===== src/sv/upq_pkg.sv =====
// Types, codes and constants of the unsorted priority queue.
package upq_pkg;

  localparam int unsigned DataW    = 16;
  localparam int unsigned CountW   = 5;
  localparam int unsigned DepthDef = 16;

  typedef enum logic [1:0] {
    ACT_ENQ = 2'd0,
    ACT_UPD = 2'd1,
    ACT_DEQ = 2'd2,
    ACT_NOP = 2'd3
  } act_e;

  typedef enum logic [1:0] {
    STAT_OK       = 2'd0,
    STAT_FULL     = 2'd1,
    STAT_EMPTY    = 2'd2,
    STAT_NOTFOUND = 2'd3
  } stat_e;

  typedef enum logic [2:0] {
    ST_IDLE = 3'b001,
    ST_SCAN = 3'b010,
    ST_DONE = 3'b100
  } state_e;

  // One request as it arrives
  typedef struct packed {
    act_e                     action;
    logic signed [DataW-1:0]  data_value;
    logic signed [DataW-1:0]  priority_req;
    logic signed [DataW-1:0]  match_data;
    logic signed [DataW-1:0]  match_priority;
  } req_t;

  // One result
  typedef struct packed {
    stat_e                    status;
    logic [CountW-1:0]        entry_count;
    logic                     queue_empty;
    logic signed [DataW-1:0]  top_priority;
  } res_t;

  // One table entry held by a cell
  typedef struct packed {
    logic signed [DataW-1:0]  data;
    logic signed [DataW-1:0]  prio;
  } entry_t;

  // Indexed write broadcast to the cells
  typedef struct packed {
    logic en;
    logic prio_en;
  } wr_ctl_t;

endpackage


===== src/sv/upq_cell.sv =====
// One cell of the entry ring: holds one entry, shifts or takes an indexed write.
module upq_cell import upq_pkg::*; #(
  parameter int unsigned IdxW    = 4,
  parameter int unsigned CellIdx = 0
) (
  input  logic            clk_i,
  input  logic            shift_i,
  input  entry_t          nbr_i,
  input  wr_ctl_t         wr_i,
  input  logic [IdxW-1:0] wr_idx_i,
  input  entry_t          wr_entry_i,
  output entry_t          ent_o
);

  entry_t ent_q;
  logic   sel;

  assign sel = wr_i.en && (wr_idx_i == IdxW'(CellIdx));

  // Rotate with the ring, or take the write addressed to this slot
  always_ff @(posedge clk_i) begin
    if (shift_i) begin
      ent_q <= nbr_i;
    end else if (sel) begin
      ent_q.data <= wr_entry_i.data;
      if (wr_i.prio_en) begin
        ent_q.prio <= wr_entry_i.prio;
      end
    end
  end

  assign ent_o = ent_q;

endmodule


===== src/sv/upq_ctrl.sv =====
// Sequencer: watches the ring head during one rotation, then writes back and reports.
module upq_ctrl import upq_pkg::*; #(
  parameter int unsigned DEPTH = DepthDef
) (
  input  logic                         clk_i,
  input  logic                         rst_ni,
  input  logic                         start_i,
  input  req_t                         req_i,
  output logic                         busy_o,
  input  entry_t                       head_i,
  output logic                         shift_o,
  output wr_ctl_t                      wr_o,
  output logic [$clog2(DEPTH)-1:0]     wr_idx_o,
  output entry_t                       wr_entry_o,
  output logic                         res_valid_o,
  output res_t                         res_o
);

  localparam int unsigned IdxW = $clog2(DEPTH);
  localparam int unsigned CntW = $clog2(DEPTH + 1);

  state_e                  state_q, state_d;
  req_t                    req_q, req_d;
  logic [IdxW-1:0]         step_q, step_d;
  logic [CntW-1:0]         count_q, count_d;
  logic                    found_q, found_d;
  logic [IdxW-1:0]         hit_q, hit_d;
  entry_t                  last_q, last_d;
  logic signed [DataW-1:0] best_q, best_d;
  logic                    bvld_q, bvld_d;
  logic                    rvld_q, rvld_d;
  res_t                    res_q, res_d;

  logic                    in_range, is_match, first_hit, fold;
  logic signed [DataW-1:0] top_fin;
  logic                    tvld_fin;

  // Scan decisions on the entry now at the ring head
  always_comb begin
    in_range = CntW'(step_q) < count_q;
    is_match = ((req_q.action == ACT_UPD) && (head_i.data == req_q.match_data)) ||
               ((req_q.action == ACT_DEQ) && (head_i.prio == req_q.match_priority));
    first_hit = in_range && is_match && !found_q;
    fold = in_range && !((req_q.action == ACT_DEQ) && first_hit);
  end

  // Next state
  always_comb begin
    state_d  = state_q;
    req_d    = req_q;
    step_d   = step_q;
    count_d  = count_q;
    found_d  = found_q;
    hit_d    = hit_q;
    last_d   = last_q;
    best_d   = best_q;
    bvld_d   = bvld_q;
    rvld_d   = 1'b0;
    res_d    = res_q;
    shift_o  = 1'b0;
    wr_o     = '0;
    wr_idx_o = hit_q;
    wr_entry_o.data = req_q.data_value;
    wr_entry_o.prio = req_q.priority_req;
    top_fin  = best_q;
    tvld_fin = bvld_q;
    unique case (state_q)
      ST_IDLE: begin
        if (start_i) begin
          req_d   = req_i;
          step_d  = '0;
          found_d = 1'b0;
          bvld_d  = 1'b0;
          state_d = ST_SCAN;
        end
      end
      ST_SCAN: begin
        shift_o = 1'b1;
        step_d  = step_q + 1'b1;
        if (first_hit) begin
          found_d = 1'b1;
          hit_d   = step_q;
        end
        if (CntW'(step_q) + CntW'(1) == count_q) begin
          last_d = head_i;
        end
        // Running maximum of the priorities that stay in the table
        if (fold && (!bvld_q || (head_i.prio > best_q))) begin
          best_d = head_i.prio;
          bvld_d = 1'b1;
        end
        if (step_q == IdxW'(DEPTH - 1)) begin
          state_d = ST_DONE;
        end
      end
      ST_DONE: begin
        res_d.status = STAT_OK;
        unique case (req_q.action)
          ACT_ENQ: begin
            if (count_q == CntW'(DEPTH)) begin
              res_d.status = STAT_FULL;
            end else begin
              wr_o.en    = 1'b1;
              wr_o.prio_en = 1'b1;
              wr_idx_o   = count_q[IdxW-1:0];
              count_d    = count_q + 1'b1;
              if (!bvld_q || (req_q.priority_req > best_q)) begin
                top_fin  = req_q.priority_req;
                tvld_fin = 1'b1;
              end
            end
          end
          ACT_UPD, ACT_DEQ: begin
            if (count_q == '0) begin
              res_d.status = STAT_EMPTY;
            end else if (!found_q) begin
              res_d.status = STAT_NOTFOUND;
            end else if (req_q.action == ACT_UPD) begin
              wr_o.en = 1'b1;
            end else begin
              // Last entry fills the hole left by the dequeued one
              wr_o.en      = 1'b1;
              wr_o.prio_en = 1'b1;
              wr_entry_o   = last_q;
              count_d      = count_q - 1'b1;
            end
          end
          default: ;
        endcase
        res_d.entry_count  = CountW'(count_d);
        res_d.queue_empty  = (count_d == '0);
        res_d.top_priority = (tvld_fin && (count_d != '0)) ? top_fin : '1;
        rvld_d  = 1'b1;
        state_d = ST_IDLE;
      end
      default: state_d = ST_IDLE;
    endcase
  end

  // Control registers
  always_ff @(posedge clk_i or negedge rst_ni) begin
    if (!rst_ni) begin
      state_q <= ST_IDLE;
      count_q <= '0;
      rvld_q  <= 1'b0;
    end else begin
      state_q <= state_d;
      count_q <= count_d;
      rvld_q  <= rvld_d;
    end
  end

  // Payload and scan registers
  always_ff @(posedge clk_i) begin
    req_q   <= req_d;
    step_q  <= step_d;
    found_q <= found_d;
    hit_q   <= hit_d;
    last_q  <= last_d;
    best_q  <= best_d;
    bvld_q  <= bvld_d;
    res_q   <= res_d;
  end

  assign busy_o      = (state_q != ST_IDLE);
  assign res_valid_o = rvld_q;
  assign res_o       = res_q;

endmodule


===== src/sv/unsorted_priority_queue.sv =====
// Top level of the unsorted priority queue: ring of entry cells plus sequencer.
//
// A request is accepted at a rising edge with start_i high and busy_o low. It then
// passes through these sequencer states in order:
// - ST_SCAN, in which the entry ring makes one full rotation past the head
//   cell. There the sequencer compares, and tracks the first match, the last entry
//   and the running maximum priority.
// - ST_DONE, to write back and register the result.
// After ST_DONE the result is shown, with the result strobe res_valid_o high.
// busy_o is high from the accepting edge until the result is shown. A new request
// may be issued in the cycle that res_valid_o is high, so the block takes no new
// request until the result of the last one is shown. The result is valid for
// exactly that one cycle and cannot be held off. top_priority reads all ones when
// the queue is empty.
module unsorted_priority_queue import upq_pkg::*; #(
  parameter int unsigned DEPTH = DepthDef
) (
  input  logic clk_i,
  input  logic rst_ni,
  input  logic start_i,
  input  req_t req_i,
  output logic busy_o,
  output logic res_valid_o,
  output res_t res_o
);

  localparam int unsigned IdxW = $clog2(DEPTH);

  entry_t          ring [DEPTH];
  logic            shift;
  wr_ctl_t         wr;
  logic [IdxW-1:0] wr_idx;
  entry_t          wr_entry;

  // Sequencer
  upq_ctrl #(
    .DEPTH(DEPTH)
  ) u_ctrl (
    .clk_i      (clk_i),
    .rst_ni     (rst_ni),
    .start_i    (start_i),
    .req_i      (req_i),
    .busy_o     (busy_o),
    .head_i     (ring[0]),
    .shift_o    (shift),
    .wr_o       (wr),
    .wr_idx_o   (wr_idx),
    .wr_entry_o (wr_entry),
    .res_valid_o(res_valid_o),
    .res_o      (res_o)
  );

  // Ring of cells; each takes its right neighbor, the last wraps to the head
  for (genvar i = 0; i < DEPTH; i++) begin : g_cell
    upq_cell #(
      .IdxW   (IdxW),
      .CellIdx(i)
    ) u_cell (
      .clk_i     (clk_i),
      .shift_i   (shift),
      .nbr_i     (ring[(i + 1) % DEPTH]),
      .wr_i      (wr),
      .wr_idx_i  (wr_idx),
      .wr_entry_i(wr_entry),
      .ent_o     (ring[i])
    );
  end

endmodule


===== config.mk =====
export PLATFORM = sky130hd
export DESIGN_NAME = unsorted_priority_queue
export DESIGN_NICKNAME = d
export VERILOG_FILES = /design/src/sv/upq_pkg.sv /design/src/sv/upq_cell.sv /design/src/sv/upq_ctrl.sv /design/src/sv/unsorted_priority_queue.sv
export SDC_FILE = /design/constraint.sdc
export NUM_CORES = 1
export LEC_CHECK = 0
export ABC_AREA = 1
export BUFFER_PORTS_ARGS = -buffer_cell sky130_fd_sc_hd__buf_4
export CELL_PAD_IN_SITES_DETAIL_PLACEMENT = 2
export CELL_PAD_IN_SITES_GLOBAL_PLACEMENT = 2
export CORE_MARGIN = 10
export CORE_UTILIZATION = 42
export CTS_CLUSTER_DIAMETER = 100
export DETAILED_ROUTE_END_ITERATION = 10
export PLACE_DENSITY = 0.86
export REMOVE_ABC_BUFFERS = 1
export SLEW_MARGIN = 20
export SYNTH_ARGS = -nofsm -noshare
export SYNTH_HDL_FRONTEND = slang
export SYNTH_HIERARCHICAL = 1
export SYNTH_SLANG_ARGS = --single-unit

===== constraint.sdc =====
create_clock -name clk_i -period 8.2 [get_ports clk_i]
set_input_delay 0.82 -clock clk_i [delete_from_list [all_inputs] [get_ports clk_i]]
set_output_delay 0.82 -clock clk_i [all_outputs]
set_load 0.02 [all_outputs]

==> summary.md, run 1 <==
| Metric | Value |
|---|---|
| Worst slack at placement | 4.33 ns |
| Die W | 293 um |
| Antenna violations before repair | 2 |
| Result of the run | completed |
| Final standard cell area without fillers | 34100 um^2 |
| Yosys warnings | 6 |
| Worst hold start | req_i[2] |
| Filler cell count | 7660 |
| Final routed wire length divided by cell count | 27.3 um |
| Worst-case reg-to-reg path depth | 10 |
| Combinational share of power | 27.1% |
| Aggregate global routing overflow | 0 |
| Power density normalized to cell area | 340 nW/um^2 |
| Height of the die | 293 um |
| Category of the most critical setup path | reg2reg |
| First-pass GRT wire length | 164000 um |
| Via count of the first global-routing pass | 25400 |
| Flip-flop and latch count after synthesis | 669 |
| Cts bufs inserted | 73 |
| Asr flop ratio synth | 1.35% |
| RSZ-0062 raised after global routing | no |
| Seq/Total Area, Yosys | 63.9% |
| Register share of total power | 45.8% |
| Worst setup SP type | flop |
| Number of buffers and inverters on the critical path | 4 |
| Core area | 74200 um^2 |
| Count of routing violations after the opening detailed-route iteration | 1927 |
| Clock latency on the worst-skew pair | 0.64 ns |
| Transition time of the tightest slew-check pin | 1.06 ns |
| Register area | 20000 um^2 |
| Number of flops mapped to enable cells by yosys | 660 |
| Max_slew headroom | 29.6% |
| Highest clock frequency the design can meet | 228 MHz |
| Std-Cell Rows | 100 |
| DIE AREA | 86000 um^2 |
| Startpoint of the worst setup timing path | u_ctrl/state_q[2] |
| Number of endpoints failing setup at the final stage | 0 |
| Critical register-to-register path startpoint | u_ctrl/state_q[2] |
| Clock period minus worst slack | 4.39 ns |
| Max-capacitance violation count | 0 |
| Worst min path class | in2reg |
| Worst IR drop on VDD | 0.178 mV |
| Number of levels in the clock H-tree | 3 |
| Largest delay contributor family on the critical path | simple AND/OR/NAND/NOR gates |
| Endpoint type of the worst setup path | flop |
| Library cells used by synthesis | 43 |
| Detailed-route vias per instance | 5.55 |
| Area delta synth->final | 8.84% |
| Slew Limit Fails | 0 |
| R2R Setup Slk | 3.81 ns |
| Worst Skew | 0.0448 ns |
| Flip-flop cell with the highest count after synthesis | edfxtp_1 |
| Number of cells on the worst hold path | 1 |
| Final core utilization | 46.0% |
| Post-DRT Antenna Nets | 0 |
| CP Data Required Time | 8.45 ns |
| Relative contribution of the clock network to total power | 27.1% |
| Placed wire-length estimate | 67700 um |
| Longest individual stage delay on the worst path | 0.79 ns |
| Tcrit/Tclk final | 53.5% |
| All-Layer GR Usage | 25.4% |
| Ratio of cells with drive above 1 in the final layout | 13.7% |
| Maximum number of buffers from clock root to sink | 3 |
| Clk sink count | 669 |
| Port bufs | 94 |
| Layout Cells excl Fill | 4072 |
| Fin. Hold Viols | 0 |
| Clock transition at the register clock pins on the worst setup and hold paths after CTS | 0.07 ns |
| Net Sw Frac | 36.7% |
| Smallest setup slack after layout | 3.81 ns |
| Capture endpoint of the worst hold path | u_ctrl/req_q[2] |
| DRC violation count after routing | 0 |
| Area of the multi-input gates | 9180 um^2 |
| Cell chain of the critical path | inv_1 -> nor3_4 -> buf_4 -> clkinv_1 -> nor2_1 -> a21boi_4 -> inv_1 -> nor2_1 -> nand2_1 -> nand2_1 |
| P_int | 7.34 mW |
| Largest net degree at the start of global routing | 265 |
| Net Sw Power | 4.25 mW |
| Total Nets Final | 3163 |
| Clock tree root driver cell | clkbuf_16 |
| Total wire length | 111000 um |
| Post-synthesis instance total | 2984 |
| Total via count in the routed design | 22600 |
| Cell area after technology mapping | 31300 um^2 |
| Antenna diode count | 0 |
| Length of the first detailed-routing pass in iterations | 5 |
| Number of placed cells counting well taps | 3942 |
| Leakage Power | 14.3 nW |
| Post-Route Setup TNS | 0 ns |
| Arrival time reported for the critical path endpoint | 4.64 ns |
| Clock tree from TritonCTS | done |
| Final Wtd Congestion | 0.829 |
| Number of top-level pins | 95 |
| End of the worst register-to-register path | g_cell[15].u_cell/ent_o[19] |
| Placed inst area | 31900 um^2 |
| Initial core utilization | 42.2% |
| Critical-path cell with the highest stage delay | a21boi_4 |
| CP max FO | 29 |
| Syn avg cell area | 10.5 um^2 |
## cells in the final DEF, fill, tap and decap left out, types with 11 or more instances in the layout
cell type	Yosys	layout
nand2_2	144	144
ha_1	43	43
nand2_1	1601	1601
nand4_1	11	11
buf_4	14	107
mux2_2	30	30
nand3_1	63	63
nor2_1	70	70
clkinv_1	1	19
a21oi_1	15	15
edfxtp_1	660	660
inv_8	16	16
nand3_2	12	12
clkbuf_1	1	19
xor2_1	11	11
inv_1	116	115
o21ai_0	27	18
clkbuf_16	0	75
## through the flow
stage / total power [mW] / hold slack (ns)
detailed placement: 8.33 / 0.491
global route: 12.1 / 0.346
CTS: 11.6 / 0.340
finish: 11.6 / 0.354
floorplan: 6.94 / 0.450
global placement: 7.90 / 0.484
## kinds of logic after synthesis
kind of cell	Yosys count	share of synthesized area (%)
AOI/OAI and AO/OA	52	0.906
xor gates and xnor gates	14	0.391
adders and majority gates	43	1.72
buffers and inverters	257	6.88
DFF	669	63.9
muxes	31	1.11
and+or+nand+nor	1918	25.0
## Yosys cell counts (2+ instances only)
cell type,number,area (um^2)
mux2_2,30,338
inv_1,116,435
buf_2,2,10.0
nand2_1,1601,6010
or2_2,2,12.5
clkbuf_8,36,495
o21ai_0,27,135
nand2_2,144,901
dfrtp_1,8,200
ha_1,43,538
edfxtp_1,660,19800
buf_12,16,320
inv_8,16,180
nand3_2,12,120
nor3_1,4,20.0
xnor2_1,3,26.3
a21oi_1,15,75.1
nor2_4,4,45.0
buf_4,14,105
nor2_1,70,263
nand4_1,11,68.8
o211ai_1,2,15.0
inv_2,2,7.51
buf_6,51,574
o22ai_1,2,12.5
xor2_1,11,96.3
nand3_4,2,35.0
o21bai_1,3,22.5
nand3_1,63,315
## worst max path at each step
stage,endpoint,depth (start not counted)
floorplan,u_ctrl/last_q[0],4
finish,g_cell[15].u_cell/ent_o[19],10
CTS,g_cell[15].u_cell/ent_o[20],10
global placement,g_cell[15].u_cell/ent_o[24],9
global route,g_cell[15].u_cell/ent_o[19],10
detailed placement,g_cell[6].u_cell/ent_o[8],10
## power by group through the flow
stage               combinational [mW]  clock, mW  sequential [mW]
detailed placement                3.00          0             5.33
global placement                  2.62          0             5.29
floorplan                         2.23          0             4.71
CTS                               3.14       3.19             5.30
finish                            3.14       3.14             5.31
global route                      3.45       3.30             5.35
## layout make-up
type                       count  share of cell area [%]
sequential                   669                    58.8
multi-input combinational   2058                    26.9
clock buffer                  94                    5.71
tap                          969                    3.55
timing repair buffer         113                    2.70
inverter                     136                    1.86
clock inverter                33                   0.532
## sequential cells by signal, indices dropped and copies added, names as in the netlist
name / flops
u_ctrl/req_q: 66
u_ctrl/count_q: 5
u_ctrl/bvld_q: 1
u_ctrl/best_q: 16
u_ctrl/state_q: 3
u_ctrl/res_o: 24
u_ctrl/res_valid_o: 1
u_ctrl/last_q: 32
g_cell.u_cell/ent_o: 512
u_ctrl/found_q: 1
u_ctrl/hit_q: 4
u_ctrl/step_q: 4
## timing repair
item,4_1_cts,5_1_grt
endpoints found under the hold margin,2,0
hold buffers,1,0
setup buffers,0,0
gates resized for setup,0,0
## routing by layer
metal  part of all wire [%]  up-vias  global-route usage [%]
met5                  0.021        -                       0
met4                    4.9        4                    12.0
met3                    5.1      346                    3.94
met2                     53      792                    47.4
met1                     37    11600                    27.7
li1                       -     9816                       -
Power figures use the tool's default switching activity.
==> inputs of run 2 (changes only) <==
--- a/config.mk
+++ b/config.mk
@@ -10,10 +10,10 @@
 export CELL_PAD_IN_SITES_DETAIL_PLACEMENT = 2
 export CELL_PAD_IN_SITES_GLOBAL_PLACEMENT = 2
 export CORE_MARGIN = 10
-export CORE_UTILIZATION = 42
+export CORE_UTILIZATION = 38
 export CTS_CLUSTER_DIAMETER = 100
 export DETAILED_ROUTE_END_ITERATION = 10
-export PLACE_DENSITY = 0.86
+export PLACE_DENSITY = 0.83
 export REMOVE_ABC_BUFFERS = 1
 export SLEW_MARGIN = 20
 export SYNTH_ARGS = -nofsm -noshare
==> constraint.sdc (replaced) <==
create_clock -name clk_i -period 4 [get_ports clk_i]
set_input_delay 0.4 -clock clk_i [delete_from_list [all_inputs] [get_ports clk_i]]
set_output_delay 0.4 -clock clk_i [all_outputs]
set_load 0.02 [all_outputs]
==> summary.md, run 2 (same netlist as run 1, synthesis figures left out) <==
| Metric | Value |
|---|---|
| Smallest setup slack after layout | 0.353 ns |
| Highest clock frequency the design can meet | 274 MHz |
| Maximum number of buffers from clock root to sink | 3 |
| Clock tree from TritonCTS | done |
| Count of routing violations after the opening detailed-route iteration | 1889 |
| Clk sink count | 669 |
| Filler cell count | 8615 |
| Total of hold buffers inserted after clock tree synthesis | 67 |
| Area delta synth->final | 11.8% |
| GR met2 Demand/Resource | 46.9% |
| Total via count in the routed design | 23300 |
| Most frequent cells in the layout | 1601 x nand2_1, 660 x edfxtp_1, 144 x nand2_2 |
| Worst min path class | in2async |
| Most common cell after layout, fill and taps aside | nand2_1 |
| Met3 routing resource usage after global routing | 3.69% |
| Initial core utilization | 38.2% |
| Clock latency on the worst-skew pair | 0.67 ns |
| Final hold slack | 0.181 ns |
| Tcrit/Tclk final | 91.2% |
| Number of levels in the clock H-tree | 3 |
| Post-cts repair resize count | 0 |
| Worst Skew | 0.0412 ns |
| Detailed-route vias per instance | 5.47 |
| Category of the most critical setup path | reg2reg |
| Worst-case reg-to-reg path depth | 13 |
| Cts bufs inserted | 74 |
| Max FFs per register | 512 |
| Total wire length | 117000 um |
| Met1 track utilization from global routing | 26.6% |
| Slew Limit Fails | 0 |
| Std-Cell Rows | 105 |
| RSZ-0062 raised after global routing | no |
| Power density normalized to cell area | 698 nW/um^2 |
| Gr busiest metal | met2 |
| Clock tree root driver cell | clkbuf_16 |
| Final routed wire length divided by cell count | 27.6 um |
| Length of the first detailed-routing pass in iterations | 5 |
| Height of the die | 307 um |
| Final core utilization | 42.8% |
| Number of top-level pins | 95 |
| End of the worst register-to-register path | g_cell[11].u_cell/ent_o[30] |
| Clock transition at the register clock pins on the worst setup and hold paths after CTS | 0.07 ns |
| Antenna violations before repair | 3 |
| Worst slack at placement | 0.717 ns |
| Fin. Hold Viols | 0 |
| Leakage Power | 14.7 nW |
| Post-DRT Antenna Nets | 0 |
| Worst IR drop on VDD | 0.381 mV |
| Number of endpoints failing setup at the final stage | 0 |
| Port bufs | 94 |
| CP Data Required Time | 4.25 ns |
| DRC violation count after routing | 0 |
| R2R Setup Slk | 0.35 ns |
| First-pass GRT wire length | 174000 um |
| Endpoint type of the worst setup path | flop |
| Max-capacitance violation count | 0 |
| Via count of the first global-routing pass | 26100 |
| Total Nets Final | 3241 |
| CP max FO | 16 |
| Max_slew headroom | 32.5% |
| Aggregate global routing overflow | 0 |
| Startpoint of the worst setup timing path | u_ctrl/count_q[1] |
| Placed wire-length estimate | 64800 um |
| Die W | 307 um |
| Transition time of the tightest slew-check pin | 1.01 ns |
| Result of the run | completed |
| Critical register-to-register path startpoint | u_ctrl/count_q[1] |
| Setup crit end | g_cell[11].u_cell/ent_o[30] |
| Worst setup SP type | flop |
| Clock period minus worst slack | 3.65 ns |
| Post-Route Setup TNS | 0 ns |
| Total Power Consumption | 24.5 mW |
| Final Wtd Congestion | 0.825 |
| DIE AREA | 94400 um^2 |
| Core area | 82000 um^2 |
| All-Layer GR Usage | 24.6% |
| Arrival time reported for the critical path endpoint | 3.90 ns |
| Largest net degree at the start of global routing | 189 |
| Ratio of cells with drive above 1 in the final layout | 13.7% |
| Post-CTS setup repair buffer count | 0 |
[run 2: cell types whose count changed in the layout (fill, tap and decap cells not counted), sizes merged]
cell and delta:
clkbuf -3, dlygate4sd3 +66, bufinv +2, buf +11, clkinv +7, diode +3
clkinvlp -1, inv -2
[run 2: critical path: stages, from the launching register on]
cell and delay [ns]:
dfrtp_1 0.45, inv_1 0.23, ha_1 0.39, nand3_2 0.16, nand2_4 0.14, nor2_1 0.06
inv_1 0.19, nand2_1 0.11, o21ai_1 0.15, buf_4 0.27, nand2_1 0.11, nor2_1 0.16
nand2_1 0.08, nand2_1 0.74
[run 2: layout make-up]
| class | count | area [um^2] | area share (%) |
|---|---|---|---|
| flip-flops and latches | 669 | 20000 | 57.2 |
| multi-input cells | 2058 | 9160 | 26.1 |
| clock buffers | 91 | 1940 | 5.53 |
| repair buffers | 190 | 1630 | 4.66 |
| well taps | 1070 | 1340 | 3.82 |
| inverters | 136 | 633 | 1.81 |
| clock inverters | 39 | 290 | 0.828 |
| diodes | 3 | 7.51 | 0.0214 |
[run 2: how the worst min path moves through the flow]
stage	to	slack [ns]	depth (start not counted)
floorplan	u_ctrl/count_q[0]	0.10	0
global placement	u_ctrl/res_valid_o	0.23	1
detailed placement	u_ctrl/res_valid_o	0.23	1
CTS	u_ctrl/count_q[1]	0.11	2
global route	u_ctrl/state_q[1]	0.18	2
finish	u_ctrl/res_valid_o	0.18	2
[run 2: per-layer routing]
metal	up-vias	wire [um]
met5	-	0
met4	0	5060
met3	299	5400
met2	805	64300
met1	12200	42700
li1	9984	-
[run 2: where the power goes]
group,leakage [nW],switching (mW),internal (mW)
Sequential,6.17,0.818,10.1
Clock,1.08,3.16,3.64
Combinational,7.42,5.22,1.53
[run 2: stage by stage]
step                cell area (um^2)  cells
global route                   35000   4256
global placement               32100   4056
CTS                            35000   4253
detailed placement             32100   4056
finish                         35000   4256
floorplan                      29800   2863
